$ cat config.mk
export PLATFORM = sky130hd
export DESIGN_NAME = psola_div
export DESIGN_NICKNAME = d
export VERILOG_FILES = /design/src/psola_pkg.sv /design/src/psola_div.sv
export SDC_FILE = /design/constraint.sdc
export NUM_CORES = 1
export LEC_CHECK = 0
export BUFFER_PORTS_ARGS = -buffer_cell sky130_fd_sc_hd__clkbuf_2
export CAP_MARGIN = 20
export CORE_MARGIN = 2
export CORE_UTILIZATION = 53
export DETAILED_ROUTE_END_ITERATION = 6
export PLACE_DENSITY = 0.8
export SYNTH_ARGS = -nofsm -noshare
export SYNTH_HDL_FRONTEND = slang
export SYNTH_SLANG_ARGS = --single-unit
$ cat constraint.sdc
create_clock -name clk -period 2.8 [get_ports clk]
set_input_delay 0.14 -clock clk [delete_from_list [all_inputs] [get_ports clk]]
set_output_delay 0.14 -clock clk [all_outputs]
set_load 0.02 [all_outputs]
$ cat src/psola_pkg.sv
`timescale 1ns / 1ps
// ----------------------------------------------------------------------------
// psola_pkg
// Shared types, constants and the window polynomial coefficients of the
// PSOLA pitch shifter.
// ----------------------------------------------------------------------------
package psola_pkg;

  localparam int unsigned BUFFER_DEPTH_DEF   = 4096;
  localparam int unsigned START_OFFSET_DEF   = 4096;
  localparam int unsigned MAX_HALF_GRAIN_DEF = 800;

  // divider geometry: dividend covers k<<30, tap<<12 and period<<22
  localparam int DIV_W = 44;
  localparam int DVS_W = 16;
  localparam int MUL_W = 32;

  // configuration port
  localparam int   PADDR_W     = 3;
  localparam logic REG_LATENCY = 1'b0;   // word index of latency_samples

  localparam logic [11:0] LAT_RESET    = 12'd2048;
  localparam logic [15:0] PERIOD_RESET = 16'd14080;  // 220.0 in Q10.6
  localparam logic [15:0] PERIOD_MIN   = 16'd2560;   // 40.0 in Q10.6
  localparam logic [15:0] RATIO_ONE    = 16'd4096;
  localparam logic [15:0] RATIO_MIN    = 16'd1024;
  localparam logic [15:0] RATIO_MAX    = 16'd16384;
  localparam logic [31:0] POLY_LEAD    = 32'd27061;

  // reciprocals for the constant divisions, exact over the operand ranges
  localparam logic [31:0] RECIP_100    = 32'd21474837;  // ceil(2^31 / 100)
  localparam logic [31:0] RECIP_10     = 32'd26215;     // ceil(2^18 / 10)

  typedef enum logic [4:0] {
    S_CLEAR, S_IDLE, S_CLAMP, S_CLAMP_WAIT, S_PREP, S_LOOP,
    S_SMOOTH, S_SMOOTH_WAIT, S_TGT, S_MARK, S_GEOM,
    S_WDIV, S_WDIV_WAIT, S_WSQ, S_WU2, S_WPOLY, S_WT, S_WC,
    S_TAP_RD, S_TAP_MUL, S_TAP_SCALE, S_TAP_DIV, S_TAP_ACC,
    S_CENTRE, S_CENTRE_WAIT, S_OUT_RD, S_OUT_WR
  } state_t;

  typedef struct packed {
    logic              start;
    logic [DIV_W-1:0]  dividend;
    logic [DVS_W-1:0]  divisor;
  } div_req_t;

  typedef struct packed {
    logic              busy;
    logic              done;
    logic [DIV_W-1:0]  quotient;
  } div_rsp_t;

  // Horner coefficients of the quarter cosine, Q30
  function automatic logic [31:0] poly_coef(input logic [1:0] idx);
    logic [31:0] c;
    case (idx)
      2'd0:    c = 32'd987048;
      2'd1:    c = 32'd22401992;
      2'd2:    c = 32'd272375561;
      default: c = 32'd1324675879;
    endcase
    return c;
  endfunction

endpackage

$ cat src/psola_div.sv
`timescale 1ns / 1ps
// ----------------------------------------------------------------------------
// psola_div
// Restoring unsigned divider, one quotient bit per cycle.
// ----------------------------------------------------------------------------
module psola_div (
  input  logic                 clk,
  input  logic                 rst_n,
  input  psola_pkg::div_req_t  req,
  output psola_pkg::div_rsp_t  rsp
);
  import psola_pkg::*;

  localparam int CNT_W = $clog2(DIV_W);

  logic               busy_r, busy_nxt;
  logic               done_r, done_nxt;
  logic [CNT_W-1:0]   cnt_r, cnt_nxt;
  logic [DIV_W-1:0]   q_r, q_nxt;
  logic [DVS_W:0]     rem_r, rem_nxt;
  logic [DVS_W-1:0]   dvs_r, dvs_nxt;
  logic [DVS_W:0]     rem_sh;
  logic [DVS_W+1:0]   diff;

  assign rem_sh = {rem_r[DVS_W-1:0], q_r[DIV_W-1]};
  assign diff   = {1'b0, rem_sh} - {2'b00, dvs_r};

  always_comb begin
    busy_nxt = busy_r;
    done_nxt = 1'b0;
    cnt_nxt  = cnt_r;
    q_nxt    = q_r;
    rem_nxt  = rem_r;
    dvs_nxt  = dvs_r;
    if (req.start) begin
      busy_nxt = 1'b1;
      cnt_nxt  = CNT_W'(DIV_W - 1);
      q_nxt    = req.dividend;
      rem_nxt  = '0;
      dvs_nxt  = req.divisor;
    end else if (busy_r) begin
      if (!diff[DVS_W+1]) begin
        rem_nxt = diff[DVS_W:0];
        q_nxt   = {q_r[DIV_W-2:0], 1'b1};
      end else begin
        rem_nxt = rem_sh;
        q_nxt   = {q_r[DIV_W-2:0], 1'b0};
      end
      if (cnt_r == '0) begin
        busy_nxt = 1'b0;
        done_nxt = 1'b1;
      end else begin
        cnt_nxt = cnt_r - 1'b1;
      end
    end
  end

  always_ff @(posedge clk) begin
    if (!rst_n) begin
      busy_r <= 1'b0;
      done_r <= 1'b0;
    end else begin
      busy_r <= busy_nxt;
      done_r <= done_nxt;
    end
  end

  always_ff @(posedge clk) begin
    cnt_r <= cnt_nxt;
    q_r   <= q_nxt;
    rem_r <= rem_nxt;
    dvs_r <= dvs_nxt;
  end

  assign rsp.busy     = busy_r;
  assign rsp.done     = done_r;
  assign rsp.quotient = q_r;

endmodule

==> metrics.log <==
[metrics] Final #Nets: about 570
[metrics] unrepaired setup endpoints after global routing: no
[metrics] mean post-synth cell area: approximately 12 µm²
[metrics] IO Port Bufs: 108
[metrics] number of enable flip-flop cells after synthesis: 60
[metrics] Chip Width: between 90 and 100 µm
[metrics] Lkg Pwr: about 2.2 nW
[metrics] Largest stage delay, worst path: 420 ps
[metrics] vias post-DR: between 3k and 4k
[metrics] Req. time, crit path: ~3100 ps
[metrics] Buf+Inv Stages, Crit Path: 2
[metrics] number of storage elements in the synthesis netlist: 84
[metrics] count of final setup violators: 0
[metrics] Congestion Overflow GR: 0
[metrics] Netlist cell types: between 50 and 60
[metrics] Pins Over Slew Limit: 0
[metrics] crit-path leading delay family: compound AO/OA/AOI/OAI gates
[metrics] total CTS buffers: 9
[metrics] arrival time of data at the critical path endpoint: ~2800 ps
[metrics] Reg-to-Reg Start: q_r[43]$_DFFE_PP_
[metrics] crit path max-delay cell type: sky130_fd_sc_hd__edfxtp_1
[metrics] final setup TNS: 0 ps
[metrics] number of inserted diodes: 0
[metrics] Hold/Removal Path Class: in -> reg
[metrics] largest net degree at the start of global routing: 80
[metrics] area enclosed by the die boundary: 0.00883 mm²
[metrics] switch share: roughly 30%
[metrics] post-detailed-route DRC marker count: 0
[metrics] combined global-route utilization of all metal layers: a little under a quarter
[metrics] floorplan die height: roughly 94 µm
[metrics] maximum clock insertion buffer count: 2
[metrics] ys flop type: sky130_fd_sc_hd__edfxtp_1
[metrics] # rows: 32
[metrics] most frequent cell after synthesis: sky130_fd_sc_hd__edfxtp_1
[metrics] slew of the pin with the lowest slew margin: 699 ps
[metrics] Clock Power Share: about 28%
[metrics] share of the synthesized area in the top cell type: a little over two fifths
[metrics] cells along the critical path: inv_1 > ha_1 > inv_1 > fa_1 > a21o_1 > a221oi_4 > nor2_2 > o311a_1 > a2111o_1 > nand3_1
[metrics] total wire length: roughly 9900 µm
[metrics] instance count of the mapped netlist: 363
[metrics] leading area contributor after synthesis: sky130_fd_sc_hd__edfxtp_1
[metrics] PnR Total Power: ~2.9 mW
[metrics] share of async-settable or async-resettable flops after synthesis: 0%
[metrics] first-pass GRT wire length: between 15,000 and 20,000 µm
[metrics] via count of the first global-routing pass: roughly 3.4k
[metrics] initial antenna violation count: 0
[metrics] clock-pin slew on the worst setup and hold paths: about 90 ps
[metrics] Post-Syn Nets: approximately 450
[metrics] internal power of the cells: just over 2 mW
[metrics] ranking of synthesized cells by area: sky130_fd_sc_hd__edfxtp_1 42%, sky130_fd_sc_hd__mux2_2 12%, sky130_fd_sc_hd__dfxtp_1 11%
[metrics] count of max-cap constraint violations: 0
[metrics] Crit. Startpoint: q_r[43]$_DFFE_PP_
[metrics] count of nets left with antenna violations after detail routing: 0
[metrics] count of cells resized by post-cts repair: 0
[metrics] count of boundary I/O pins: ~110
[metrics] number of clock sinks: between 80 and 90
[metrics] sequential cell area fraction in the yosys report: a little over half
[metrics] Worst setup EP type: register
[metrics] Layout Area Growth over Synthesis: 22.5%
[metrics] normalized max-slew margin: 53.2%
[metrics] detail-routed via count per cell: about 5.6
[metrics] Worst IR Drop VDD: around 0.4 mV
[metrics] category of the worst setup path launch point: register
[metrics] average detailed-routed wire length per instance: about 17 µm
[metrics] clock tree root buffer cell: sky130_fd_sc_hd__clkbuf_8
[metrics] HP Start: rst_n
[metrics] iteration count of the initial detailed-routing pass: 5
[metrics] achievable frequency: 0.402 GHz
[metrics] Core Footprint: approximately 0.0078 mm²
[metrics] type of the worst setup path: reg -> reg
[metrics] total power per unit cell area: between 500 and 600 mW/mm²
[metrics] run status: finished clean
[metrics] clock skew after layout: 14.5 ps
[metrics] portion of total power attributed to combinational logic: approximately a fifth
[metrics] part of the total power dissipated in sequential elements: 52.0%
[metrics] summed instance area of the synthesized netlist: ~0.0043 mm²
[metrics] TritonCTS clock tree: done
[metrics] CTS H-tree depth: 3
[metrics] switching power total: about 0.87 mW
[metrics] number of endpoints with negative hold slack in the final report: 0
[metrics] starting utilization of the core area: 55.2%
[metrics] Period minus WS final: roughly 2500 ps
[metrics] Clk Latency, worst-skew pair: ~360 ps
[metrics] number of warnings issued by yosys: 0
[metrics] share of cells above drive strength 1: between 30 and 40%
[metrics] most repeated library cell on the critical path: sky130_fd_sc_hd__inv_1
[metrics] highest net fanout along the worst path: 4
[metrics] period utilization: 88.9%
[metrics] Iter 0 DRT Violations: 184
[metrics] global placer's final weighted congestion: ~0.9
[metrics] Post-synth top cells: 60 x sky130_fd_sc_hd__edfxtp_1, 44 x sky130_fd_sc_hd__mux2_2, 25 x sky130_fd_sc_hd__nand2_1
[metrics] Post-DP HPWL: 6950 µm
-- timing repair --
item,in CTS,in global routing
setup buffers,0,0
hold endpoints to repair,16,0
hold buffers,16,0
-- metrics by stage --
step	hold WS, ps	setup slack [ps]	utilization (%)	instances	instance area, µm²
after floorplan	239	350	-	363	4290
after global placement	320	377	63.3	560	4910
after CTS	7.89	302	67.7	592	5260
final	20.8	312	67.7	592	5260
after global routing	13.5	127	67.7	592	5260
after detailed placement	319	326	63.3	560	4910
-- flip-flops by register name, indices dropped and copies added (netlist names) --
register and cells:
q_r 44, dvs_r 16, rem_r 16, cnt_r 6, busy_r 1, done_r 1
-- power groups by stage --
| stage | Clock [mW] | Combinational [mW] | Sequential, mW |
|---|---|---|---|
| floorplan | 0 | 0.297 | 1.61 |
| global placement | 0 | 0.547 | 1.54 |
| detailed placement | 0 | 0.558 | 1.54 |
| CTS | 0.844 | 0.577 | 1.52 |
| global route | 0.885 | 0.631 | 1.53 |
| finish | 0.817 | 0.580 | 1.51 |
-- routing by layer --
layer,part of all wire [%],track usage (%),wire length (µm)
met5,0,0,0
met4,1.9,6.52,192
met3,9.6,9.71,942
met2,47,37.3,4680
met1,41,28.6,4040
-- logic make-up (layout without fill, tap and decap cells) --
kind of cell	Yosys count	in the layout	synth area share, %
mux	45	45	11.8
simple gates	86	86	9.62
fa+ha+maj	19	19	5.72
compound gates	75	75	12.5
xor+xnor	16	16	3.27
buf+inv	38	165	3.88
flops	84	84	53.2
-- worst reg2reg max path, stage by stage (launching register included) --
cell and delay [ps]:
sky130_fd_sc_hd__edfxtp_1 420, sky130_fd_sc_hd__inv_1 70, sky130_fd_sc_hd__ha_1 160, sky130_fd_sc_hd__inv_1 50, sky130_fd_sc_hd__fa_1 390, sky130_fd_sc_hd__a21o_1 230, sky130_fd_sc_hd__a221oi_4 310, sky130_fd_sc_hd__nor2_2 70
sky130_fd_sc_hd__o311a_1 350, sky130_fd_sc_hd__a2111o_1 280, sky130_fd_sc_hd__nand3_1 100
-- placed cells by master (no fill, tap or decap), types with 5 or more instances in the layout --
master | netlist | final
sky130_fd_sc_hd__dfxtp_1 | 24 | 24
sky130_fd_sc_hd__a311oi_1 | 8 | 8
sky130_fd_sc_hd__dlygate4sd3_1 | 0 | 16
sky130_fd_sc_hd__clkbuf_2 | 2 | 107
sky130_fd_sc_hd__nand2_1 | 25 | 25
sky130_fd_sc_hd__nand3_1 | 10 | 10
sky130_fd_sc_hd__mux2_2 | 44 | 44
sky130_fd_sc_hd__edfxtp_1 | 60 | 60
sky130_fd_sc_hd__nand4_1 | 5 | 5
sky130_fd_sc_hd__nor2_1 | 23 | 23
sky130_fd_sc_hd__inv_1 | 21 | 21
sky130_fd_sc_hd__xor2_1 | 8 | 8
sky130_fd_sc_hd__o31ai_1 | 5 | 5
sky130_fd_sc_hd__xnor2_1 | 8 | 8
sky130_fd_sc_hd__clkbuf_8 | 0 | 9
sky130_fd_sc_hd__o21ai_0 | 19 | 19
sky130_fd_sc_hd__a21oi_1 | 16 | 16
sky130_fd_sc_hd__ha_1 | 18 | 18
-- cell type report --
type | instances | area (µm²)
fill | 599 | 2510
sequential | 84 | 2280
multi-input combinational | 241 | 1840
timing repair buffer | 128 | 743
clock buffer | 10 | 128
tap | 102 | 128
inverter | 21 | 78.8
clock inverter | 6 | 55.1
-- final timing paths --
kind	cells past startpoint	to	slack, ps
worst max-delay path	10	rem_r[14]$_SDFFE_PP0P_	310
worst min register to register	2	rem_r[5]$_SDFFE_PP0P_	510
worst min-delay path	2	busy_r$_SDFF_PN0_	20
worst max register to register	10	rem_r[14]$_SDFFE_PP0P_	310
Note: power is estimated with default switching activity, not from simulation.
